[src/hdl/tanh_knee_soft_limiter_assert.svh]
// Assertion macros for the tanh knee soft limiter.
// Used by the top level; expects i_clk and i_rst_n in scope.
`ifndef TANH_KNEE_SOFT_LIMITER_ASSERT_SVH
`define TANH_KNEE_SOFT_LIMITER_ASSERT_SVH

// Same-cycle implication, disabled while reset is asserted.
`define TKSL_ASSERT_NOW(lbl, ante, cons, msg) \
    lbl: assert property (@(posedge i_clk) disable iff (!i_rst_n) (ante) |-> (cons)) \
        else $error(msg);

// Next-cycle implication, disabled while reset is asserted.
`define TKSL_ASSERT_NEXT(lbl, ante, cons, msg) \
    lbl: assert property (@(posedge i_clk) disable iff (!i_rst_n) (ante) |=> (cons)) \
        else $error(msg);

`endif

[src/hdl/tksl_pkg.sv]
// Shared types and constants for the tanh knee soft limiter.
// No dependencies; every file of the block but the assertion header uses it.
package tksl_pkg;

    localparam int SAMPLE_BITS  = 24;
    localparam int CEIL_BITS    = SAMPLE_BITS - 1;
    localparam int FRAC_BITS    = 31;
    localparam int N_BITS       = 5;
    localparam int SERIES_TERMS = 15;
    localparam int POW_CELLS    = (1 << N_BITS) - 1;

    localparam logic [31:0] Q31_ONE     = 32'h8000_0000;
    // exp(-1) in Q31 as the truncated series gives it
    localparam logic [30:0] EXP_NEG_ONE = 31'd790015085;

    localparam logic [1:0] MODE_ZERO = 2'd0;
    localparam logic [1:0] MODE_PASS = 2'd1;
    localparam logic [1:0] MODE_SAT  = 2'd2;
    localparam logic [1:0] MODE_KNEE = 2'd3;

    typedef struct packed {
        logic signed [SAMPLE_BITS-1:0] sample_in;
        logic                          block_end_in;
    } t_in_item;

    typedef struct packed {
        logic signed [SAMPLE_BITS-1:0] sample_out;
        logic                          block_end_out;
    } t_out_item;

    typedef struct packed {
        logic [SAMPLE_BITS-1:0] raw;
        logic [1:0]             mode;
        logic                   block_end;
    } t_side;

endpackage

[src/hdl/tksl_div_cell.sv]
// One restoring shift-subtract step of a long division.
// Depends on tksl_pkg for the sideband type.
module tksl_div_cell #(
    parameter int RW = 23,
    parameter int NB = 36
) (
    input  logic                i_clk,
    input  logic                i_rst_n,
    input  logic                i_en,
    input  logic                i_valid,
    input  logic [RW-1:0]       i_div,
    input  logic [RW-1:0]       i_rem,
    input  logic [NB-1:0]       i_x,
    input  tksl_pkg::t_side     i_side,
    output logic                o_valid,
    output logic [RW-1:0]       o_div,
    output logic [RW-1:0]       o_rem,
    output logic [NB-1:0]       o_x,
    output tksl_pkg::t_side     o_side
);

    logic [RW:0]     w_trial;
    logic            w_ge;
    logic [RW:0]     w_diff;

    logic            r_valid;
    logic [RW-1:0]   r_div;
    logic [RW-1:0]   r_rem;
    logic [NB-1:0]   r_x;
    tksl_pkg::t_side r_side;

    // bring down the next dividend bit; quotient bits enter at the bottom
    assign w_trial = {i_rem, i_x[NB-1]};
    assign w_ge    = w_trial >= {1'b0, i_div};
    assign w_diff  = w_trial - {1'b0, i_div};

    always_ff @(posedge i_clk) begin
        if (!i_rst_n) begin
            r_valid <= 1'b0;
        end else if (i_en) begin
            r_valid <= i_valid;
        end
    end

    always_ff @(posedge i_clk) begin
        if (i_en) begin
            r_div  <= i_div;
            r_rem  <= w_ge ? w_diff[RW-1:0] : w_trial[RW-1:0];
            r_x    <= {i_x[NB-2:0], w_ge};
            r_side <= i_side;
        end
    end

    assign o_valid = r_valid;
    assign o_div   = r_div;
    assign o_rem   = r_rem;
    assign o_x     = r_x;
    assign o_side  = r_side;

endmodule

[config.mk]
export PLATFORM = sky130hd
export DESIGN_NAME = tksl_div_cell
export DESIGN_NICKNAME = d
export VERILOG_FILES = /design/src/hdl/tanh_knee_soft_limiter_assert.svh /design/src/hdl/tksl_pkg.sv /design/src/hdl/tksl_div_cell.sv
export SDC_FILE = /design/constraint.sdc
export NUM_CORES = 1
export LEC_CHECK = 0
export BUFFER_PORTS_ARGS = -buffer_cell sky130_fd_sc_hd__buf_2
export CAP_MARGIN = 20
export CORE_ASPECT_RATIO = 0.6
export CORE_MARGIN = 2
export CORE_UTILIZATION = 47
export DETAILED_ROUTE_END_ITERATION = 8
export PLACE_DENSITY = 0.8
export SYNTH_ARGS = -nofsm -noshare
export SYNTH_HDL_FRONTEND = slang
export SYNTH_SLANG_ARGS = --single-unit
export TNS_END_PERCENT = 1
[constraint.sdc]
create_clock -name i_clk -period 3.6 [get_ports i_clk]
set_clock_uncertainty 0.2 [all_clocks]
set_input_delay 0.72 -clock i_clk [delete_from_list [all_inputs] [get_ports i_clk]]
set_output_delay 0.72 -clock i_clk [all_outputs]
set_load 0.01 [all_outputs]
== Word-level counts from Yosys, hierarchy flattened ==
Cells that the tools add are included.

* Flip-flop bits (word level): 110
* Input bits: 113
* Output and inout port bits: 110
* Logic and storage cells: 10

* Add/subtract/negate cells: 1
* Magnitude comparators: 1
* Mux-type cells: 1

{| class="wikitable"
|+ Operators by type and width
! kind !! number
|-
| $ge 24x23->1 || 1
|-
| $mux 23 || 1
|-
| $sub 23x23->23 || 1
|}

== Depth between registers and ports, before layout ==
* Word-level depth: 2
* Mapped depth: 11

== Worst setup path after synthesis ==
No wires, ideal clock.

* Path kind: input -> register
* From: input i_x[35]
* To: register r_rem[10] (netlist: o_rem[10]) (data pin)
* Library setup time: 0.260 ns
* Data arrival time: 2.913 ns
* Path slack: 0.227 ns
* Stages: 11
* Buffers on the path: 1
* Cell sequence: inv_1 ha_1 fa_1 and2b_1 o21bai_1 a311o_1 a21o_4 a31oi_4 nor2_4 buf_12 mux2_4

* Longest elaborated chain between the ends: 2

{| class="wikitable"
|+ RTL lines
! element !! RTL line !! source
|-
| start: declaration || tksl_div_cell.sv:13 || <nowiki>input logic [NB-1:0] i_x,</nowiki>
|-
| $sub 23x23->23 / $ge 24x23->1 (equally long branches) || tksl_div_cell.sv:35, tksl_div_cell.sv:34 ||
|-
| $mux 23 (*) || tksl_div_cell.sv:48 || <nowiki>r_rem <= w_ge ? w_diff[RW-1:0] : w_trial[RW-1:0];</nowiki>
|-
| end signal: assignment || tksl_div_cell.sv:48 ||
|-
| end: declaration || tksl_div_cell.sv:28 || <nowiki>logic [RW-1:0] r_rem;</nowiki>
|}

Mark *: on every way between the ends. The rest lies on a longest branch, timed or not.
A chain may end at the register's enable or synchronous reset.

== Worst setup path in the final report ==
* From: input i_div[19]
* To: register r_rem[3] (netlist: o_rem[3]) (data pin)

* Longest elaborated chain between the ends: 2

{| class="wikitable"
|+ RTL lines
! element !! RTL line !! source
|-
| start: declaration || tksl_div_cell.sv:11 || <nowiki>input logic [RW-1:0] i_div,</nowiki>
|-
| $ge 24x23->1 || tksl_div_cell.sv:34 || <nowiki>assign w_ge = w_trial >= {1'b0, i_div};</nowiki>
|-
| $mux 23 || tksl_div_cell.sv:48 ||
|}

Every way passes these cells.

==> flow_summary.yaml <==
drt:
  drcViolationCount: 0
  postRouteAntennaNets: 0
  drtPass1Iterations: 5
  post_drt_wl_per_cell_um: 17.3
  routed_wl_mm: 12.9
  vias: 3818
  vias_per_cell: 5.12
  drtIter0Drc: 248
timing:
  final_max_slew_viol_count: 0
  fmax_mhz: 299
  setup_tns_ps: 0
  setup_viol: 0
  max_slew_margin_pct: 47.9
  finalCritPeriodShare_pct: 93.0
  rsz0062_at_grt: "no"
  tightest_slew_ps: 782
  layout_min_cycle_time_ps: 3350
  finalHoldViolations: 0
worst_setup_path:
  crit_required_ps: 3500
  critical_path_class: "in2reg"
  cp_max_fo: 18
  cp.arrival_ps: 3250
  worstSetupStartpointType: "input pin"
  end_kind: "flop"
clock_network:
  clkSinkCount: 110
  cts_buffers: 9
  hold_buffers: 0
  cts_root_buffer: "clkbuf_16"
  cts_resized: 0
  cts_tree: "done"
  clk_pin_slew_worst_paths_ps: 80
  cts_buffer_depth: 2
  cts_htree_levels: 3
  postCtsSetupBuffers: 0
  clk_latency_ps: 350
power:
  power.total_mw: 3.23
  power_density_mw_per_mm2: 478
  power_leakage_nw: 3.07
  ir_drop_v: 0.000275
hold_path:
  hold_path.class: "reg2reg"
die:
  io_pins: 223
  rows: 29
  dieArea_mm2: 0.0115
  initial_core_util_pct: 47.7
  die_h_um: 83.8
  fp.dieW_um: 137
  coreArea_mm2: 0.0105
synth:
  synth_area_mm2: 0.00499
  syn_avg_cell_area_um2: 14.3
  synth.most_common_cell: "edfxtp_1"
  synth-edff-count: 109
  synth_seq_cells: 110
  synth_nets: 485
  synthCells: 348
  synth_ff_type: "edfxtp_1"
  synth_top_area_cell: "edfxtp_1"
  yosys_warnings: 0
  postSynth.asyncResetShare_pct: 0
  synthTopCellsByArea: "edfxtp_1 66%, ha_1 5.8%, mux2_4 3.0%"
  seq_area_frac_synth_pct: 66.0
  synthTopCellsByCount: "109 x edfxtp_1, 29 x inv_1, 23 x ha_1"
  yosysTopAreaCellShare_pct: 65.6
  ys_types: 48
placed_design:
  port_buffers: 222
  post-dp-hpwl_mm: 10.1
  dpl_cell_area_mm2: 0.00644
  gp_congestion: 0.810
  placed_cells: 730
grt:
  grt_max_degree: 61
  grt_pass1_wl_mm: 19.4
  grt_pass1_vias: 3791
  antenna_found_initial: 0
  grt_overflow: 0
  grtUsageTotal_pct: 22.4
layout:
  syn_to_final_growth_pct: 35.2
  n_fill_cell: 840
  utilization_pct: 64.5
  instances_no_fill: 746
  nets: 739
  drive_gt1_share_pct: 46.6
  final_cell_area_mm2: 0.00675
  diodes: 0
outcome:
  status: "finished, final reports clean"
job:
  cap_violations: 0
[kinds of logic after synthesis]
| kind of cell | count (synthesis) | synth area share (%) |
|---|---|---|
| adder cells (fa/ha/maj) | 24 | 6.17 |
| AO/OA/AOI/OAI | 77 | 10.4 |
| flip-flops | 110 | 66.0 |
| AND/OR/NAND/NOR | 68 | 6.67 |
| multiplexers | 19 | 4.91 |
| buffers and inverters | 33 | 2.83 |
| XOR/XNOR | 17 | 2.98 |
[worst max-delay path: stages]
cell	delay [ps]
buf_2	90
inv_1	40
ha_1	310
a21oi_1	220
o21ai_1	130
a211oi_1	290
nor2_1	100
or3_1	380
nor2_4	560
mux2_2	410
[metal layers]
layer	vias to the layer above	global-route usage (%)	wire [um]
met2	188	34.0	5810
met3	15	7.35	1270
met1	1788	31.3	5670
li1	1827	-	-
met5	-	0	0
met4	0	5.44	136
[sequential cells by signal, summed over array words and instances (netlist names)]
register,count
o_rem,23
o_side,27
o_div,23
o_valid,1
o_x,36
[layout make-up]
| class | instances | area (um^2) | share of cell area (%) |
|---|---|---|---|
| Clock inverter | 7 | 75.1 | 1.11 |
| Sequential cell | 110 | 3290 | 48.8 |
| Clock buffer | 9 | 225 | 3.34 |
| Multi-Input combinational cell | 205 | 1560 | 23.1 |
| Inverter | 29 | 109 | 1.61 |
| Timing Repair Buffer | 247 | 1310 | 19.5 |
| Tap cell | 139 | 174 | 2.58 |
[cells in the final DEF, fill, tap and decap left out, drive strengths merged, types with 2 or more instances in the layout]
| cell | synthesis | routed |
|---|---|---|
| buf | 2 | 247 |
| edfxtp | 109 | 109 |
| inv | 29 | 33 |
| ha | 23 | 23 |
| nand2 | 19 | 19 |
| o21ai | 18 | 18 |
| a21oi | 17 | 17 |
| nor2 | 16 | 16 |
| mux2 | 14 | 14 |
| nand3 | 12 | 12 |
| xnor2 | 12 | 12 |
| a21o | 11 | 11 |
| clkbuf | 2 | 9 |
| a31oi | 9 | 9 |
| mux2i | 5 | 5 |
| xor2 | 5 | 5 |
| nand4 | 4 | 4 |
| o21bai | 4 | 4 |
| nor2b | 4 | 4 |
| nor3 | 3 | 3 |
| or3 | 3 | 3 |
| clkinv | 0 | 3 |
| a311o | 2 | 2 |
| nor4b | 2 | 2 |
| o2bb2ai | 2 | 2 |
| and3 | 2 | 2 |
| o31ai | 2 | 2 |
| o21a | 2 | 2 |
[power by group]
group          total, mW  switching (mW)  internal, mW  leakage [nW]
Combinational      0.658           0.354         0.304          1.85
Sequential          1.58          0.0299          1.55          1.07
Clock              0.985           0.491         0.493         0.148
[per-stage QoR]
stage               setup WS [ps]  hold WS (ps)
floorplan                     227           338
global placement             53.2           294
detailed placement          -76.6           299
CTS                           270           317
global route                  156           323
finish                        254           312
[worst paths after layout]
check	start	endpoint	slack [ps]	cells past startpoint
worst max-delay path	i_div[19]	o_rem[3]	250	10
worst min-delay path	o_valid	o_valid	310	2
worst max register to register	o_valid	o_valid	2820	2
worst min register to register	o_valid	o_valid	310	2
Note: power is estimated with default switching activity, not from simulation.
