[src/hdl/tanh_knee_soft_limiter_assert.svh]
// Assertion macros for the tanh knee soft limiter.
// Used by the top level; expects i_clk and i_rst_n in scope.
`ifndef TANH_KNEE_SOFT_LIMITER_ASSERT_SVH
`define TANH_KNEE_SOFT_LIMITER_ASSERT_SVH

// Same-cycle implication, disabled while reset is asserted.
`define TKSL_ASSERT_NOW(lbl, ante, cons, msg) \
    lbl: assert property (@(posedge i_clk) disable iff (!i_rst_n) (ante) |-> (cons)) \
        else $error(msg);

// Next-cycle implication, disabled while reset is asserted.
`define TKSL_ASSERT_NEXT(lbl, ante, cons, msg) \
    lbl: assert property (@(posedge i_clk) disable iff (!i_rst_n) (ante) |=> (cons)) \
        else $error(msg);

`endif

[src/hdl/tksl_pkg.sv]
// Shared types and constants for the tanh knee soft limiter.
// No dependencies; every file of the block but the assertion header uses it.
package tksl_pkg;

    localparam int SAMPLE_BITS  = 24;
    localparam int CEIL_BITS    = SAMPLE_BITS - 1;
    localparam int FRAC_BITS    = 31;
    localparam int N_BITS       = 5;
    localparam int SERIES_TERMS = 15;
    localparam int POW_CELLS    = (1 << N_BITS) - 1;

    localparam logic [31:0] Q31_ONE     = 32'h8000_0000;
    // exp(-1) in Q31 as the truncated series gives it
    localparam logic [30:0] EXP_NEG_ONE = 31'd790015085;

    localparam logic [1:0] MODE_ZERO = 2'd0;
    localparam logic [1:0] MODE_PASS = 2'd1;
    localparam logic [1:0] MODE_SAT  = 2'd2;
    localparam logic [1:0] MODE_KNEE = 2'd3;

    typedef struct packed {
        logic signed [SAMPLE_BITS-1:0] sample_in;
        logic                          block_end_in;
    } t_in_item;

    typedef struct packed {
        logic signed [SAMPLE_BITS-1:0] sample_out;
        logic                          block_end_out;
    } t_out_item;

    typedef struct packed {
        logic [SAMPLE_BITS-1:0] raw;
        logic [1:0]             mode;
        logic                   block_end;
    } t_side;

endpackage

[src/hdl/tksl_series_cell.sv]
// One term of the exp(-f) Taylor series, three register stages deep.
// Depends on tksl_pkg for widths and the sideband type.
module tksl_series_cell #(
    parameter int K = 1
) (
    input  logic                                  i_clk,
    input  logic                                  i_rst_n,
    input  logic                                  i_en,
    input  logic                                  i_valid,
    input  logic [31:0]                           i_t,
    input  logic [tksl_pkg::FRAC_BITS-1:0]        i_f,
    input  logic signed [33:0]                    i_sum,
    input  logic [tksl_pkg::N_BITS-1:0]           i_n,
    input  tksl_pkg::t_side                       i_side,
    output logic                                  o_valid,
    output logic [31:0]                           o_t,
    output logic [tksl_pkg::FRAC_BITS-1:0]        o_f,
    output logic signed [33:0]                    o_sum,
    output logic [tksl_pkg::N_BITS-1:0]           o_n,
    output tksl_pkg::t_side                       o_side
);

    localparam int          FB       = tksl_pkg::FRAC_BITS;
    localparam int          NBW      = tksl_pkg::N_BITS;
    localparam logic [32:0] RECIP    = 33'((64'd1 << 32) / K);
    localparam logic [31:0] KW       = 32'(K);
    localparam bit          SUBTRACT = (K % 2) == 1;

    logic [62:0]            w_prod1;
    logic [64:0]            w_prod2;
    logic [31:0]            w_qk;
    logic [31:0]            w_rem;
    logic [31:0]            w_q;

    logic                   r1_valid, r2_valid, r3_valid;
    logic [31:0]            r1_p, r2_p, r2_q, r3_t;
    logic [FB-1:0]          r1_f, r2_f, r3_f;
    logic signed [33:0]     r1_sum, r2_sum, r3_sum;
    logic [NBW-1:0]         r1_n, r2_n, r3_n;
    tksl_pkg::t_side        r1_side, r2_side, r3_side;

    assign w_prod1 = {31'b0, i_t} * {32'b0, i_f};
    // floor divide by K: reciprocal estimate is low by at most one
    assign w_prod2 = {33'b0, r1_p} * {32'b0, RECIP};
    assign w_qk    = r2_q * KW;
    assign w_rem   = r2_p - w_qk;
    assign w_q     = (w_rem >= KW) ? (r2_q + 32'd1) : r2_q;

    always_ff @(posedge i_clk) begin
        if (!i_rst_n) begin
            r1_valid <= 1'b0;
            r2_valid <= 1'b0;
            r3_valid <= 1'b0;
        end else if (i_en) begin
            r1_valid <= i_valid;
            r2_valid <= r1_valid;
            r3_valid <= r2_valid;
        end
    end

    always_ff @(posedge i_clk) begin
        if (i_en) begin
            r1_p    <= w_prod1[62:31];
            r1_f    <= i_f;
            r1_sum  <= i_sum;
            r1_n    <= i_n;
            r1_side <= i_side;

            r2_p    <= r1_p;
            r2_q    <= w_prod2[63:32];
            r2_f    <= r1_f;
            r2_sum  <= r1_sum;
            r2_n    <= r1_n;
            r2_side <= r1_side;

            r3_t    <= w_q;
            r3_sum  <= SUBTRACT ? (r2_sum - $signed({2'b0, w_q}))
                                : (r2_sum + $signed({2'b0, w_q}));
            r3_f    <= r2_f;
            r3_n    <= r2_n;
            r3_side <= r2_side;
        end
    end

    assign o_valid = r3_valid;
    assign o_t     = r3_t;
    assign o_f     = r3_f;
    assign o_sum   = r3_sum;
    assign o_n     = r3_n;
    assign o_side  = r3_side;

endmodule

[config.mk]
export PLATFORM = sky130hd
export DESIGN_NAME = tksl_series_cell
export DESIGN_NICKNAME = d
export VERILOG_FILES = /design/src/hdl/tanh_knee_soft_limiter_assert.svh /design/src/hdl/tksl_pkg.sv /design/src/hdl/tksl_series_cell.sv
export SDC_FILE = /design/constraint.sdc
export NUM_CORES = 2
export LEC_CHECK = 0
export BUFFER_PORTS_ARGS = -buffer_cell sky130_fd_sc_hd__buf_2
export CAP_MARGIN = 20
export CORE_UTILIZATION = 64
export DETAILED_ROUTE_END_ITERATION = 8
export HOLD_SLACK_MARGIN = 0.1
export PLACE_DENSITY = 0.83
export SLEW_MARGIN = 20
export SYNTH_ARGS = -nofsm -noshare
export SYNTH_HDL_FRONTEND = slang
export SYNTH_SLANG_ARGS = --single-unit
[constraint.sdc]
create_clock -name i_clk -period 10.6 [get_ports i_clk]
set_input_delay 1.06 -clock i_clk [delete_from_list [all_inputs] [get_ports i_clk]]
set_output_delay 1.06 -clock i_clk [all_outputs]
set_load 0.02 [all_outputs]
Word-level counts from Yosys, hierarchy flattened
Cells that the tools add are included.
{"block": "totals", "word_cells": 30, "register_bits": 390}
{"block": "classes", "mux": 1, "mul": 1, "magnitude_cmp": 1, "addsub": 3}
{"operator": "multiplier 32 x 31 -> 63 bit", "n": 1}
{"operator": "subtractor 34 x 33 -> 34 bit", "n": 1}
{"operator": "adder 32 x 1 -> 32 bit, second input constant", "n": 1}
{"operator": "greater-or-equal comparator 32 x 1 -> 1 bit, second input constant", "n": 1}
{"operator": "2-to-1 mux 32 bit", "n": 1}
{"operator": "subtractor 32 bit", "n": 1}

Depth between registers and ports, before layout
{"block": "depth", "depth_word": 4, "ltp_mapped": 29}

Worst setup path before layout
Ideal clock, no wire load.
{"block": "synth_path", "kind": "input-to-reg", "startpoint": "input i_f[4] in the netlist's numbering", "endpoint": "register r1_p[30] (data pin)", "stages": 25, "path_slack_ns": 2.668, "setup_time_ns": 0.271, "required_time_ns": 10.329, "t_arrival_ns": 7.661, "cell_sequence": "clkbuf_1 > and2_1 > fa_1 > fa_1 > fa_1 > inv_1 > fa_1 > inv_1 > fa_1 > inv_1 > fa_1 > inv_1 > fa_1 > inv_1 > fa_1 > inv_1 > ha_1 > nand3_2 > or3_1 > or3_1 > o2111a_1 > o31a_4 > o21ai_4 > a21o_1 > a311oi_1"}
{"block": "synth_via", "elab_chain_cells": 1}
{"item": "start, declared", "line": "tksl_series_cell.sv:11", "text": "input logic [tksl_pkg::FRAC_BITS-1:0] i_f,"}
{"item": "multiplier 32 x 31 -> 63 bit", "line": "tksl_series_cell.sv:42", "text": "assign w_prod1 = {31'b0, i_t} * {32'b0, i_f};"}
{"item": "via w_prod1[61]", "line": "tksl_series_cell.sv:29", "text": "logic [62:0] w_prod1;"}
{"item": "end signal, assigned", "line": "tksl_series_cell.sv:63", "text": "r1_p <= w_prod1[62:31];"}
{"item": "end, declared", "line": "tksl_series_cell.sv:36", "text": "logic [31:0] r1_p, r2_p, r2_q, r3_t;"}
The timed path passes the listed nets, and every way through them passes these cells.
A chain may end at the register's enable or synchronous reset.

Worst setup path after layout
{"block": "layout_path", "startpoint": "input i_t[15]", "endpoint": "register r1_p[31] (data pin)"}
{"block": "layout_via", "elab_chain_cells": 1}
{"item": "start, declared", "line": "tksl_series_cell.sv:10", "text": "input logic [31:0] i_t,"}
{"item": "multiplier 32 x 31 -> 63 bit", "line": "tksl_series_cell.sv:42"}
{"item": "via w_prod1[62]", "line": "tksl_series_cell.sv:29"}
The timed path passes the listed nets, and every way through them passes these cells.

==> results list <==
- Wire length per cell after detailed routing: around 22 um
- After layout, the minimum clock period comes to ~8600 ps.
- TritonCTS clock tree: yes
- Total of warnings raised by yosys: 0
- Number of resized instances in the post-cts repair step: 0
* R2R depth: 12
- Actual transition at the worst max-transition pin: ~1000 ps
- Post-synthesis instance total: between 4000 and 5000
* Setup violators final: 0
* Setup crit start kind: input port
* Share of synthesized area occupied by flip-flops and latches: 0.2612
* Max frequency: 116.4 MHz
- GR Overflow Total: 0
- Dividing the detail-routed via count by the number of cells gives between 5 and 6.
* Final setup skew: 35.57 ps
- Once detail routing completed, the nets flagged for antenna violations numbered 0.
- Status: completed
- Post-CTS repair timing setup buffer count: 0
- Summed over all nets, the half-perimeter wirelength after detailed placement is around 80 mm.
- Unrepaired setup endpoints after global routing: false
- In this run, post-CTS hold repair placed 0 buffers.
- Initial cell density of the core: 0.6498
- The first routing iteration left approximately 2800 violations.
- Along the worst hold path, the cell count comes to 0.
- Met1 track utilization from global routing: 0.4392
- Largest net degree at the start of global routing: 178
* Total number of H-tree levels: 2
- Maximum clock insertion buffer count: 3
- Layout cells sized above 1: 0.08681
- First-pass iteration count of the detailed router: 8
* Final Max Tran Viols: 0
- Most Crowded Layer GR: met2
- The synthesized netlist contains 67 unique library cells.
- Flip-flop cell with the highest count after synthesis: edfxtp_1
- Fillcell total: just under 5000
* Data arrival time of the critical path: 8920 ps
- For this run, design rule violations remaining after detail routing come to 0.
- At the worst endpoint, the required time is approximately 11000 ps.
- In this run, synthesis inferred 387 flip-flops with an integrated enable.
* Leading post-synthesis cells by cell area: fa_1 39%, edfxtp_1 26%, ha_1 8.0%, and2_1 7.3%, inv_1 7.2%
* Max_slew headroom: 0.3128
- The critical path is of the in2reg type.
- Count of standard-cell rows: between 90 and 100
- When the netlist entered floorplanning its net count stood at 5354.
- Clock edge transition at the registers on the reported setup and hold paths: ~60 ps
* Biggest area consumer among synthesized cells: fa_1
- The worst setup path is captured at a flip-flop.
- CTS buffer count: 40
- At the later pin of the worst-skew pair, clock insertion delay measures ~600 ps.
- Initial antenna violation count: 10
* Yosys top cell area share: 0.3877
- Input/output buffers: roughly 260
* Die width: about 270 um
- Die Span Y: 266.3 um
- Via Count: between 20000 and 30000
* Root buffer cell: clkbuf_16
* Final Net Count: around 5500
- Hold Path Class: reg2reg
- Top fanout value on the critical path: 31
- At the end of routability-driven placement, the weighted congestion stood at a little over 1.
* Wire length of the first global-routing pass: 176.3 mm
- Core box area: 0.06883 mm^2
- Final number of hold-violating endpoints: 0
* Area of the mapped netlist: between 0.04 and 0.05 mm^2
* Number of global-route vias before repair: approximately 32000
- Post-Route Setup TNS: 0 ps
- Counting flops and latches in the post-synthesis netlist gives 390.
- The floorplan step defined a die boundary enclosing roughly 0.071 mm^2.
* Max_cap viols: 0
- I/O pin total: ~260
- Final wirelength: 111.3 mm
* Met3 global-route usage: 0.07754
- Area grow syn2layout: 7.260%
- Post-Place Worst Slack: 1649 ps
* Final worst slack: between 2000 and 2500 ps
* Proportion of register bits with asynchronous set or reset after synthesis: 0
- GRT Overall Usage: 0.3282
* Final worst path period share: 0.8106
* Synthesized area divided by synthesized cell count: roughly 11 um^2
- In the global route stage, met2 resource usage came out at 0.5249.
* Clock sink count: between 300 and 400
[registers in the layout (all words and copies together) (netlist names), 31 cells and up]
register,flops
r1_f,31
r2_q,32
r2_sum,34
o_sum,34
o_f,31
r1_sum,34
r1_p,32
r2_f,31
o_t,32
[cell usage after synthesis (4+ instances only)]
cell      count
a31oi_1      11
o21a_1        7
or3_1         4
a21o_1       48
o31a_1        5
nand3_1      17
edfxtp_1    387
o21ai_0      37
nor2_1       34
clkbuf_1    203
a21oi_1      67
and2_1      525
a311oi_1      5
o21bai_1     11
inv_1       857
a31o_2        4
nor2b_1      13
ha_1        285
and3_1        9
xnor2_1      42
nand2_1     515
nand4_1      10
nand2b_1      9
fa_1        866
o21ai_1       4
xor2_1       23
nor3_1        7
a211oi_1      4
[per-stage QoR]
| stage | area (um^2) | hold WS [ps] | utilization | cells |
|---|---|---|---|---|
| 3_5_place_dp | 46580 | 404.5 | 0.6767 | 5075 |
| 2_1_floorplan | 44720 | 400.3 | - | 4070 |
| 4_1_cts | 47940 | 395.7 | 0.6966 | 5147 |
| 6_report | 47970 | 401.0 | 0.6969 | 5156 |
| 3_3_place_gp | 46580 | 400.2 | 0.6767 | 5075 |
| 5_1_grt | 47960 | 405.2 | 0.6968 | 5153 |
[layer usage]
| metal | vias up | wire [um] |
|---|---|---|
| met5 | - | 0 |
| met4 | 0 | 4474 |
| met3 | 326 | 11840 |
| met2 | 1643 | 52280 |
| met1 | 15063 | 42730 |
| li1 | 12542 | - |
[final timing paths]
| check | start | endpoint | slack [ps] |
|---|---|---|---|
| max | i_t[15] | r1_p[31]$_DFFE_PP_ | 2010 |
| min | r2_f[18]$_DFFE_PP_ | o_f[18]$_DFFE_PP_ | 400 |
| max reg2reg | r2_q[0]$_DFFE_PP_ | o_sum[26]$_DFFE_PP_ | 6950 |
| min reg2reg | r2_f[18]$_DFFE_PP_ | o_f[18]$_DFFE_PP_ | 400 |
[cell usage in the layout, fill, tap and decap left out, types with 40 or more instances in the layout]
master	netlist	layout
a21oi_1	67	67
ha_1	285	285
nand2_1	515	515
fa_1	866	866
edfxtp_1	387	387
a21o_1	48	48
xnor2_1	42	42
and2_1	525	525
buf_2	0	261
clkbuf_16	0	40
inv_1	857	857
[area by class of cell]
| type | instances | area [um^2] | area share |
|---|---|---|---|
| inverter | 857 | 3217 | 0.06706 |
| timing repair buffer | 279 | 1461 | 0.03047 |
| antenna | 9 | 22.52 | 0.0004695 |
| clock buffer | 45 | 1020 | 0.02126 |
| clock inverter | 27 | 347.8 | 0.007251 |
| sequential | 390 | 11680 | 0.2435 |
| tap | 931 | 1165 | 0.02428 |
| multi-input combinational | 2618 | 29050 | 0.6057 |
[worst max-delay path, cell delays in order]
cell and delay (ps):
buf_2 680, and2_1 270, fa_1 450, fa_1 550, inv_1 70, fa_1 470, fa_1 560, inv_1 60
fa_1 500, fa_1 430, fa_1 540, fa_1 420, ha_1 340, a21oi_1 210, nand2_1 130, a221oi_1 280
o21a_1 210, o21bai_1 100, o31ai_2 580, o31ai_2 210, a311oi_1 460, a211oi_1 150, xnor2_1 150
[cells by family after synthesis]
logic type                 Yosys count  share of synthesized area
AOI/OAI and AO/OA                  242                    0.03769
DFF                                390                     0.2612
adders and majority gates         1151                     0.4674
and+or+nand+nor                   1156                     0.1309
buffers and inverters             1062                    0.08914
xor gates and xnor gates            65                    0.01273
muxes                                4                  0.0009233
Power is left out: the tool's default activity adds up to more than one toggle a clock period on the data nets, which glitch-free logic cannot reach.
