File: config.mk
export PLATFORM = sky130hd
export DESIGN_NAME = tksl_pow_cell
export DESIGN_NICKNAME = d
export VERILOG_FILES = /design/src/hdl/tanh_knee_soft_limiter_assert.svh /design/src/hdl/tksl_pkg.sv /design/src/hdl/tksl_pow_cell.sv
export SDC_FILE = /design/constraint.sdc
export NUM_CORES = 1
export LEC_CHECK = 0
export BUFFER_PORTS_ARGS = -buffer_cell sky130_fd_sc_hd__buf_2
export CAP_MARGIN = 40
export CORE_ASPECT_RATIO = 0.7
export CORE_MARGIN = 5
export CORE_UTILIZATION = 51
export CTS_CLUSTER_DIAMETER = 200
export CTS_CLUSTER_SIZE = 12
export DETAILED_ROUTE_END_ITERATION = 6
export PLACE_DENSITY_LB_ADDON = 0.25
export SLEW_MARGIN = 25
export SYNTH_ARGS = -nofsm -noshare
export SYNTH_HDL_FRONTEND = slang
export SYNTH_SLANG_ARGS = --single-unit
File: constraint.sdc
create_clock -name i_clk -period 11.8 [get_ports i_clk]
set_clock_uncertainty 0.2 [all_clocks]
set_input_delay 1.18 -clock i_clk [delete_from_list [all_inputs] [get_ports i_clk]]
set_output_delay 1.18 -clock i_clk [all_outputs]
set_load 0.03 [all_outputs]
File: src/hdl/tanh_knee_soft_limiter_assert.svh
// Assertion macros for the tanh knee soft limiter.
// Used by the top level; expects i_clk and i_rst_n in scope.
`ifndef TANH_KNEE_SOFT_LIMITER_ASSERT_SVH
`define TANH_KNEE_SOFT_LIMITER_ASSERT_SVH

// Same-cycle implication, disabled while reset is asserted.
`define TKSL_ASSERT_NOW(lbl, ante, cons, msg) \
    lbl: assert property (@(posedge i_clk) disable iff (!i_rst_n) (ante) |-> (cons)) \
        else $error(msg);

// Next-cycle implication, disabled while reset is asserted.
`define TKSL_ASSERT_NEXT(lbl, ante, cons, msg) \
    lbl: assert property (@(posedge i_clk) disable iff (!i_rst_n) (ante) |=> (cons)) \
        else $error(msg);

`endif

File: src/hdl/tksl_pkg.sv
// Shared types and constants for the tanh knee soft limiter.
// No dependencies; every file of the block but the assertion header uses it.
package tksl_pkg;

    localparam int SAMPLE_BITS  = 24;
    localparam int CEIL_BITS    = SAMPLE_BITS - 1;
    localparam int FRAC_BITS    = 31;
    localparam int N_BITS       = 5;
    localparam int SERIES_TERMS = 15;
    localparam int POW_CELLS    = (1 << N_BITS) - 1;

    localparam logic [31:0] Q31_ONE     = 32'h8000_0000;
    // exp(-1) in Q31 as the truncated series gives it
    localparam logic [30:0] EXP_NEG_ONE = 31'd790015085;

    localparam logic [1:0] MODE_ZERO = 2'd0;
    localparam logic [1:0] MODE_PASS = 2'd1;
    localparam logic [1:0] MODE_SAT  = 2'd2;
    localparam logic [1:0] MODE_KNEE = 2'd3;

    typedef struct packed {
        logic signed [SAMPLE_BITS-1:0] sample_in;
        logic                          block_end_in;
    } t_in_item;

    typedef struct packed {
        logic signed [SAMPLE_BITS-1:0] sample_out;
        logic                          block_end_out;
    } t_out_item;

    typedef struct packed {
        logic [SAMPLE_BITS-1:0] raw;
        logic [1:0]             mode;
        logic                   block_end;
    } t_side;

endpackage

File: src/hdl/tksl_pow_cell.sv
// One conditional multiply by exp(-1) in Q31; applied when its index is below n.
// Depends on tksl_pkg for widths, the constant and the sideband type.
module tksl_pow_cell #(
    parameter int IDX = 0
) (
    input  logic                           i_clk,
    input  logic                           i_rst_n,
    input  logic                           i_en,
    input  logic                           i_valid,
    input  logic [31:0]                    i_e,
    input  logic [tksl_pkg::N_BITS-1:0]    i_n,
    input  tksl_pkg::t_side                i_side,
    output logic                           o_valid,
    output logic [31:0]                    o_e,
    output logic [tksl_pkg::N_BITS-1:0]    o_n,
    output tksl_pkg::t_side                o_side
);

    localparam logic [tksl_pkg::N_BITS-1:0] IDX_W = tksl_pkg::N_BITS'(IDX);

    logic [62:0]                     w_prod;
    logic                            r_valid;
    logic [31:0]                     r_e;
    logic [tksl_pkg::N_BITS-1:0]     r_n;
    tksl_pkg::t_side                 r_side;

    assign w_prod = {31'b0, i_e} * {32'b0, tksl_pkg::EXP_NEG_ONE};

    always_ff @(posedge i_clk) begin
        if (!i_rst_n) begin
            r_valid <= 1'b0;
        end else if (i_en) begin
            r_valid <= i_valid;
        end
    end

    always_ff @(posedge i_clk) begin
        if (i_en) begin
            r_e    <= (i_n > IDX_W) ? w_prod[62:31] : i_e;
            r_n    <= i_n;
            r_side <= i_side;
        end
    end

    assign o_valid = r_valid;
    assign o_e     = r_e;
    assign o_n     = r_n;
    assign o_side  = r_side;

endmodule

# Yosys cells after proc, flatten, opt, wreduce, memory -nomap -nowiden
# Cells that the tools add are included.
[totals]
wordCells = 10
out_inout_bits = 65
regBits = 65
in_bits = 68
[classes]
muxes = 1
order_cmp = 1
n_mul = 1
[op_table]
columns = ["cell", "n"]
rows = [
  ["32-bit by 30-bit multiplier with 62-bit output, second input constant", 1],
  ["31-bit 2-to-1 mux", 1],
  ["5-bit by 1-bit greater-than comparator with 1-bit output, second input constant", 1],
]

# Depth between registers and ports, before layout
# Gate-level depths: netlist of run 1.
[logic_depth]
ltp_word = 2
ltp_mapped = 26
mapped_depth_nobuf = 26

# Worst setup path before layout of run 1
# No wires, ideal clock.
[synth_path]
path_type = "input to register"
start = "in i_e[20]"
end = "reg r_e[23] (netlist: o_e[23]), data pin"
setup_ns = 0.265
required_ns = 11.335
path_stages = 23
n_path_buf = 0
setup_slack_ns = 4.381
arrival_ns = 6.953
cell_sequence = "ha_1 > fa_1 > inv_1 > fa_1 > fa_1 > inv_1 > fa_1 > fa_1 > fa_1 > inv_1 > fa_1 > inv_1 > ha_1 > a21o_1 > a311o_1 > o2111ai_1 > a21oi_1 > o21ai_0 > o211ai_2 > a221oi_2 > o21ai_2 > xnor2_1 > o21ai_1"
[synth_via]
elab_chain_cells = 2
[synth_rtl]
columns = ["element", "line_no", "source"]
rows = [
  ["from (decl)", "tksl_pow_cell.sv:10", "input logic [31:0] i_e,"],
  ["32-bit by 30-bit multiplier with 62-bit output", "tksl_pow_cell.sv:27", "assign w_prod = {31'b0, i_e} * {32'b0, tksl_pkg::EXP_NEG_ONE};"],
  ["31-bit 2-to-1 mux", "tksl_pow_cell.sv:39", "r_e <= (i_n > IDX_W) ? w_prod[62:31] : i_e;"],
  ["to (signal assigned)", "tksl_pow_cell.sv:39", ""],
  ["to (decl)", "tksl_pow_cell.sv:23", "logic [31:0] r_e;"],
]
# No other way between the ends.
# A chain may end at the register's enable or synchronous reset.

# Worst setup path after layout of run 1
[layout_path]
start = "in i_e[14]"
end = "reg r_e[24] (netlist: o_e[24]), data pin"
# The elaborated chain is that of the path after synthesis.

==> summary.txt, run 1 <==
Status
  – Outcome: completed

Timing
  – Peak Freq: around 0.12 GHz
  – Setup TNS: 0 ns
  – Max Slew Vio Count: 0
  – Max_slew headroom: 0.455
  – Crit path time final: about 8.5 ns
  – Setup-failing EPs final: 0
  – Final Hold Viols: 0
  – RSZ-0062 raised after global routing: false
  – Final setup margin: roughly 3.3 ns
  – Worst-Margin Slew: 0.817 ns
  – Crit share post-route: 0.725

Place
  – Placed Cells: ~2.5k
  – Buffers on Ports: between 100 and 150
  – Final HPWL DP: approximately 54000 um
  – Worst slack at placement: between 3 and 4 ns
  – Placer Congestion: just over 1

Die
  – # IOs: 133
  – Total Die Area: 42800 um^2
  – CORE AREA: around 38000 um^2
  – Die width: approximately 250 um
  – Initial Util: 0.515
  – Die Y: 175 um
  – Row count: 60

Critical path
  – Reg2Reg Launch Point: o_valid
  – CP arrival: 8.45 ns
  – Worst R2R Setup Slack: 10.98 ns
  – Worst setup SP type: input pin
  – Worst EP required: ~12 ns
  – R2R Path End: o_valid
  – Worst Setup Path Type: input pin to flip-flop
  – Worst-case reg-to-reg path depth: 2
  – Worst Path Max Fanout: 11
  – Worst Setup End Kind: flip-flop

Global routing
  – Largest net degree at the start of global routing: 66
  – Initial antenna violation count: 0
  – Total grt overflow: 0
  – First-pass GRT wire length: between 90000 and 100000 um
  – Tot GR Track Use: 0.291
  – Vias in the first global route: 14.7k

Hold path
  – Hold_sp: o_valid
  – Hold EP: o_valid
  – Hold path cells: 2
  – Hold crit path type: flip-flop to flip-flop

Detailed routing
  – Met1 wire length: approximately 29000 um
  – 1st-pass router iterations: 7
  – Top sig layer: met4
  – Vias post-DR: 13.9k
  – Vias per std cell: 5.50
  – Post-route DRC: 0
  – Routed Wire Length: between 60000 and 70000 um
  – Routed Antenna Nets: 0
  – Per-cell routed wire length: 24.3 um
  – Met2 routed WL: ~24000 um
  – WL met3: between 7000 and 8000 um
  – Initial DRC count: approximately 1.5k

Final layout
  – Finished Layout Cells: around 2.5k
  – Commonest cells after routing, fill and taps aside: 572 x inv_1, 394 x fa_1, 371 x ha_1, 133 x buf_2, 75 x a21oi_1
  – Nets: roughly 2.9k
  – Share of post-route cells with drive strength above 1: 0.0934
  – P&R area growth vs syn: 7.43%
  – Commonest non-fill, non-tap cell in the layout: inv_1
  – N_diodes: 0

Logic synthesis
  – Post-synth top flop: edfxtp_1
  – Mux contribution to synthesized area: 0.00101
  – Synth Area in Compound Gates: 0.0708
  – Largest family of logic cells by synthesized area: adder cells
  – Post-Syn Area: roughly 20000 um^2
  – Seq/Total Area, Yosys: 0.0984
  – Syn avg cell area: ~10 um^2
  – Netlist cell types: 67
  – Post-synthesis adder-cell area fraction: 0.635
  – Post-synth EDFFs: 64
  – Synth Warn #: 0
  – Cells after Synth: roughly 1.9k
  – Synth async-reset ratio: 0
  – Mapped Nets: between 2k and 3k
  – Synth Area in Simple Gates: 0.0495
  – Post-synthesis xor/xnor area fraction: 0.0280
  – Seq cells post-synth: 65

Clock network
  – Num CTS Buffers: 9
  – CTS Hold Bufs: 0
  – Clk root buf: clkbuf_16
  – Worst-Skew Late Latency: 0.33 ns
  – Post-CTS sizing: 0
  – Clock Tree Buf Depth: 2
  – TritonCTS clock tree: done
  – Setup Fix Bufs, Post-CTS: 0
  – CTS sink cnt: 65
  – H-tree levels: 3
  – Reg clk slew, reported paths: around 0.060 ns

Flow run
  – Max Cap Viol: 0
==> area by class of cell <==
type	count	area [um^2]
Clock buffer	9	225
Clock inverter	7	100
Fill cell	3414	17100
Inverter	572	2150
Multi-Input combinational cell	1235	15500
Sequential cell	65	1940
Tap cell	496	621
Timing Repair Buffer	135	681
==> metal layers <==
metal	GRT usage	up-vias
met5	0	-
met4	0.0224	0
met3	0.111	40
met2	0.400	629
met1	0.454	7024
li1	-	6162
==> worst max path at each step <==
stage                        from  endpoint  slack (ns)  depth (start not counted)
final                     i_e[14]   o_e[24]        3.25                         24
after global routing      i_e[14]   o_e[24]        2.90                         24
after CTS                 i_e[14]   o_e[24]        3.37                         24
after detailed placement  i_e[10]   o_e[24]        3.07                         24
after global placement    i_e[14]   o_e[24]        3.05                         24
after floorplan           i_e[20]   o_e[23]        4.38                         23
==> worst max-delay path, stage by stage <==
cell	delay [ns]
buf_2	0.40
ha_1	0.33
fa_1	0.50
inv_1	0.07
fa_1	0.57
fa_1	0.45
fa_1	0.56
inv_1	0.05
fa_1	0.47
fa_1	0.51
inv_1	0.05
fa_1	0.71
inv_1	0.08
ha_1	0.42
o21ai_0	0.12
o21bai_1	0.22
a211oi_1	0.11
a21oi_1	0.15
nand2_1	0.16
o31ai_2	0.59
o211ai_1	0.22
a21oi_1	0.22
mux2i_1	0.20
nor2_1	0.06
==> through the flow <==
step	instance area [um^2]	hold slack (ns)	utilization
floorplan	19700	0.440	-
global placement	20900	0.294	0.545
detailed placement	20900	0.345	0.545
CTS	21200	0.360	0.554
global route	21200	0.383	0.554
finish	21200	0.348	0.554
==> cell usage after synthesis, types with 15 or more instances <==
master      n  share of area
o21ai_0    28         0.0071
nand2_1    46         0.0088
nand4_1    25         0.0079
a21oi_1    75          0.019
fa_1      394           0.40
a21o_1     46          0.018
inv_1     572           0.11
or2_2      15         0.0048
xnor2_1    33          0.015
nor2_1     50         0.0095
edfxtp_1   64          0.097
ha_1      371           0.24
xor2_1     30          0.013
==> cell families (layout without fill, tap and decap cells) <==
kind of cell | count (synthesis) | in the layout
simple gates | 193 | 193
xor+xnor | 63 | 63
compound gates | 212 | 212
mux | 2 | 2
flops | 65 | 65
fa+ha+maj | 765 | 765
buf+inv | 596 | 723
==> registers in the layout, summed over array words and instances, names as in the netlist <==
signal / cells
o_n: 5
o_valid: 1
o_side: 27
o_e: 32
Power of run 1 is not shown: default switching activity piles up to over one toggle a cycle in this logic, so the estimate is an artifact.
==> inputs of run 2 (changes only) <==
clock period = 7.5 ns   (was 11.8 ns; I/O delays follow)
==> run 2 against run 1 <==
Global-route usage increased by 1.1 points. Clock-buffer cell count unchanged. Non-clock buffer count increased by 260. Critical path type unchanged. Highest routed layer is now met5.
==> summary.txt, run 2 (synthesis gave the netlist of run 1 again) <==
Status
  – Outcome: completed

Final layout
  – Commonest cells after routing, fill and taps aside: 568 x inv_1, 369 x fa_1, 335 x ha_1, 253 x buf_4, 118 x buf_2
  – Finished Layout Cells: 2779 (+10%)
  – Nets: 3111 (+9.1%)
  – Fillcell total: 3129 (-8.3%)
  – P&R area growth vs syn: 21.2%
  – Max reg flops: 32 (unchanged)
  – Commonest non-fill, non-tap cell in the layout: inv_1
  – Multi-input logic area: 16100 um^2 (+4.0%)
  – N_diodes: 0 (unchanged)
  – Share of post-route cells with drive strength above 1: 0.240 (+0.147)
  – Total area of sequential cells: 1940 um^2 (unchanged)

Critical path
  – Worst-path cell chain: buf_8 > fa_1 > ha_2 > or2_2 > fa_2 > fa_1 > fa_1 > fa_1 > fa_1 > inv_2 > fa_2 > inv_2 > ha_4 > nand4_1 > nor2_2 > buf_4 > nand3_4 > or4_4 > o211ai_4 > a221oi_4 > o21ai_2 > xnor2_1 > o21ai_1
  – Slowest cell on the critical path: fa_2
  – Worst R2R Setup Slack: 6.71 ns (-4.27 ns)
  – Worst Setup Path Type: input pin to flip-flop
  – Worst-case reg-to-reg path depth: 2 (unchanged)
  – CP arrival: 7.26 ns (-1.19 ns)
  – Slowest cell delay on critical path: 0.61 ns (-0.10 ns)
  – R2R Path End: o_valid
  – Worst EP required: 7.38 ns (-4.32 ns)
  – Reg2Reg Launch Point: o_valid
  – Worst setup SP type: input pin
  – Worst Path Max Fanout: 8 (-3)
  – CP most frequent cell: fa_1
  – Worst Setup End Kind: flip-flop

Detailed routing
  – Met2 routed WL: 25100 um (+3.7%)
  – Routed Antenna Nets: 0 (unchanged)
  – WL met3: 9100 um (+17%)
  – Top sig layer: met5
  – Routed Wire Length: 64400 um (+5.3%)
  – Initial DRC count: 1427 (-1.8%)
  – Vias post-DR: 15.1k (+8.9%)
  – 1st-pass router iterations: 5 (-2)
  – Vias per std cell: 5.43 (-1.3%)
  – Met1 wire length: 29400 um (+2.4%)
  – Post-route DRC: 0 (unchanged)
  – Per-cell routed wire length: 23.2 um (-4.5%)

Timing
  – Crit path time final: approximately 7.4 ns
  – Final Hold Viols: 0 (unchanged)
  – RSZ-0062 raised after global routing: true
  – Max_slew headroom: 0.530 (+0.0745)
  – Setup-failing EPs final: 0 (unchanged)
  – Max Slew Vio Count: 0 (unchanged)
  – Crit share post-route: 0.983
  – Peak Freq: 0.136 GHz
  – Worst-Margin Slew: 0.700 ns (-0.118 ns)

Clock network
  – Worst-Skew Late Latency: 0.34 ns (about the same)
  – Reg clk slew, reported paths: 0.06 ns (about the same)
  – TritonCTS clock tree: done
  – CTS sink cnt: 65 (unchanged)
  – Clock Tree Buf Depth: 2 (unchanged)
  – Num CTS Buffers: 9 (unchanged)
  – Clk root buf: clkbuf_16
  – H-tree levels: 3 (unchanged)

Global routing
  – Total grt overflow: 0 (unchanged)
  – Largest net degree at the start of global routing: 66 (unchanged)
  – Tot GR Track Use: 0.302 (+0.0114)
  – Initial antenna violation count: 0 (unchanged)
  – First-pass GRT wire length: 97100 um (+4.5%)
  – Vias in the first global route: 15.9k (+7.9%)

Flow run
  – Max Cap Viol: 0 (unchanged)

Die
  – Total Die Area: 42800 um^2 (unchanged)
  – Die Y: 175 um (unchanged)
  – # IOs: 133 (unchanged)
  – Die width: 245 um (unchanged)
  – CORE AREA: 38300 um^2 (unchanged)
  – Row count: 60 (unchanged)
  – Initial Util: 0.515 (unchanged)

Hold path
  – Hold EP: o_valid
  – Hold path cells: 2 (unchanged)
  – Hold_sp: o_valid
  – Hold crit path type: flip-flop to flip-flop

Place
  – Placed Cells: 2759 (+10%)
  – Buffers on Ports: 132 (unchanged)
  – Final HPWL DP: 57600 um (+5.7%)
  – Placer Congestion: 1.05 (+1.9%)
==> run 2: cell count changes in the layout (fill, tap and decap cells not counted), sizes merged <==
cell / previous run / this run
buf: 135 / 385
bufinv: 2 / 1
clkinv: 2 / 4
clkbuf: 9 / 19
inv: 575 / 574
==> run 2: worst max path at each step <==
stage             from       to  cells past startpoint
4_1_cts         i_e[3]  o_e[23]                     24
2_1_floorplan  i_e[20]  o_e[23]                     23
6_report        i_e[6]  o_e[23]                     23
3_5_place_dp    i_e[7]  o_e[24]                     25
5_1_grt        i_e[11]  o_e[28]                     25
3_3_place_gp    i_e[7]  o_e[23]                     25
==> run 2: layout make-up <==
cell class,instances,area share
multi-input combinational,1235,0.674
timing repair buffer,395,0.116
inverter,572,0.0898
sequential,65,0.0812
tap,496,0.0260
clock buffer,9,0.00942
clock inverter,7,0.00330
==> run 2: repair_timing <==
item	CTS	global route
pin swaps	1	57
setup endpoints to repair	5	27
buffers inserted	0	3
hold buffers	0	0
resized for setup	11	136
==> run 2: routing by layer <==
metal	GRT usage	vias up
met2	0.403	784
li1	-	6690
met5	0.0192	-
met1	0.480	7547
met3	0.110	65
met4	0.0336	2
==> run 2: metrics by stage <==
stage / TNS (ns) / instance area (um^2) / setup WS (ns) / hold slack, ns / util
3_5_place_dp: -7.00 / 22800 / -0.449 / 0.315 / 0.596
4_1_cts: 0 / 23200 / 0.00646 / 0.329 / 0.606
6_report: 0 / 23900 / 0.124 / 0.323 / 0.624
3_3_place_gp: -5.88 / 22800 / -0.437 / 0.298 / 0.596
2_1_floorplan: 0 / 19700 / 0.511 / 0.440 / -
5_1_grt: -0.222 / 23900 / -0.0709 / 0.369 / 0.624
==> run 2: critical path, delay by kind of cell <==
family,cells,cell delay [ns]
adders and majority gates,9,4.14
buffers and inverters,4,0.36
xor gates and xnor gates,1,0.14
AOI/OAI and AO/OA,4,0.67
and+or+nand+nor,5,1.17
Power of run 2 is left out for the same reason.
==> inputs of run 3 (changes only) <==
REMOVE_ABC_BUFFERS = 1   (was default)
==> run 3 against run 2 <==
The run now ends with DRC left. Via count is 1.3% lower. Sequential cell count stayed put. Critical path depth is 3 higher. Sequential share of layout area hardly changed. Critical path type unchanged. Clock-buffer cell count stayed put. Die area stayed put. Register-to-register slack hardly changed. Hold slack better by 0.0041 ns. First-iteration DRC count is 8.7% higher.
==> summary.txt, run 3 (synthesis gave the netlist of run 1 again) <==
Place
  – Final HPWL DP: 59600 um (+3.6%)
  – Placer Congestion: 1.04 (-1.8%)
  – Worst slack at placement: -0.390 ns (+0.0581 ns)
  – Post-DP Area: 22900 um^2 (+0.31%)
  – Placed Cells: 2766 (+0.25%)
  – Buffers on Ports: 132 (unchanged)

Detailed routing
  – Routed Antenna Nets: 0 (unchanged)
  – Routed Wire Length: 66100 um (+2.6%)
  – 1st-pass router iterations: 7 (+2)
  – Vias per std cell: 5.34 (-1.7%)
  – Per-cell routed wire length: 23.7 um (+2.2%)
  – Initial DRC count: 1551 (+8.7%)
  – Post-route DRC: 1 (+1)
  – Vias post-DR: 14.9k (-1.3%)

Final layout
  – Nets: 3120 (+0.29%)
  – Max reg flops: 32 (unchanged)
  – Commonest cells after routing, fill and taps aside: 564 x inv_1, 374 x fa_1, 349 x ha_1, 263 x buf_4, 122 x buf_2
  – Post-route cell area: 23800 um^2 (-0.61%)
  – Finished Layout Cells: 2789 (+0.36%)
  – Commonest non-fill, non-tap cell in the layout: inv_1
  – P&R area growth vs syn: 20.4%
  – Multi-input logic area: 15900 um^2 (-1.3%)
  – Total area of sequential cells: 1940 um^2 (unchanged)
  – Fillcell total: 3172 (+1.4%)
  – Share of post-route cells with drive strength above 1: 0.233 (-0.00793)

Timing
  – Peak Freq: 0.135 GHz (-0.34%)
  – Max_slew headroom: 0.518 (-0.0114)
  – Max Slew Vio Count: 0 (unchanged)
  – Setup-failing EPs final: 0 (unchanged)
  – Crit path time final: 7.40 ns (+0.0255 ns)
  – RSZ-0062 raised after global routing: true
  – Final Hold Viols: 0 (unchanged)
  – Worst-Margin Slew: 0.717 ns (+0.0170 ns)
  – Crit share post-route: 0.987 (+0.00340)
  – Final setup margin: 0.0984 ns (-0.0255 ns)

Critical path
  – Worst Path Max Fanout: 8 (unchanged)
  – Reg2Reg Launch Point: o_valid
  – Worst setup SP type: input pin
  – Slowest cell delay on critical path: 0.56 ns (-0.05 ns)
  – Worst EP required: 7.50 ns (+0.12 ns)
  – CP bufs+invs: 5 (+1)
  – CP delay by family, top: adder cells
  – Worst Setup End Kind: flip-flop
  – Worst Setup Path Type: input pin to flip-flop
  – CP most frequent cell: ha_1
  – CP arrival: 7.40 ns (+0.14 ns)
  – Critical path origin: i_e[5]
  – Slowest cell on the critical path: fa_1

Clock network
  – TritonCTS clock tree: done
  – Clock Tree Buf Depth: 2 (unchanged)
  – H-tree levels: 3 (unchanged)
  – Clk root buf: clkbuf_16
  – Num CTS Buffers: 9 (unchanged)
  – Reg clk slew, reported paths: 0.06 ns (about the same)
  – CTS sink cnt: 65 (unchanged)
  – Worst-Skew Late Latency: 0.33 ns (about the same)
  – CTS Hold Bufs: 0 (unchanged)

Global routing
  – Tot GR Track Use: 0.310 (+0.00782)
  – Total grt overflow: 0 (unchanged)
  – Largest net degree at the start of global routing: 66 (unchanged)
  – First-pass GRT wire length: 98000 um (+0.92%)
  – Vias in the first global route: 15.8k (-0.71%)
  – Initial antenna violation count: 1 (+1)

Die
  – Initial Util: 0.515 (unchanged)
  – CORE AREA: 38300 um^2 (unchanged)
  – # IOs: 133 (unchanged)
  – Die Y: 175 um (unchanged)
  – Die width: 245 um (unchanged)
  – Row count: 60 (unchanged)
  – Total Die Area: 42800 um^2 (unchanged)

Status
  – Outcome: complete, but fails checks
  – Failing checks: DRC

Flow run
  – Max Cap Viol: 0 (unchanged)

Hold path
  – Hold crit path type: flip-flop to flip-flop
  – Hold_sp: o_valid
run 3: cell count changes in the layout (fill, tap and decap cells not counted), sizes merged:
cell,delta
buf,+13
clkbuf,-4
clkinvlp,+1
diode,+1
inv,-1
run 3: per-layer routing:
metal	wire length (um)	vias to the layer above	global-route usage
li1	-	6721	-
met1	29900	7390	0.466
met2	25600	732	0.415
met3	10000	43	0.157
met4	539	0	0.0311
met5	0	-	0
run 3: path summary, 6_finish.rpt:
check                               end  cells past startpoint  slack (ns)
worst max-delay path            o_e[28]                     26         0.1
worst min register to register  o_valid                      2        0.33
worst min-delay path            o_valid                      2        0.33
worst max register to register  o_valid                      2        6.70
run 3: worst register-to-register path, delay by kind of cell, from the launching register on:
kind	cells	cell delay [ns]
flip-flops	1	0.31
multiplexers	1	0.13
AND/OR/NAND/NOR	1	0.06
run 3: through the flow:
stage,hold slack (ns),util,TNS (ns)
floorplan,0.440,-,0
global placement,0.291,0.598,-3.29
detailed placement,0.318,0.598,-5.15
CTS,0.335,0.607,0
global route,0.373,0.621,-0.0750
finish,0.327,0.621,0
run 3: final cells by class:
cell class / instances / share of cell area
diodes: 1 / 0.000105
multi-input cells: 1235 / 0.669
flip-flops and latches: 65 / 0.0817
inverters: 572 / 0.0904
repair buffers: 404 / 0.119
clock inverters: 7 / 0.00337
well taps: 496 / 0.0261
clock buffers: 9 / 0.00948
run 3: timing repair:
action                                  in CTS  in global routing
endpoints found under the hold margin        0                  0
setup buffers                                0                  5
endpoints found under the setup margin       5                 23
pin swaps                                    0                 42
gates resized for setup                      5                108
Power of run 3 is left out for the same reason.
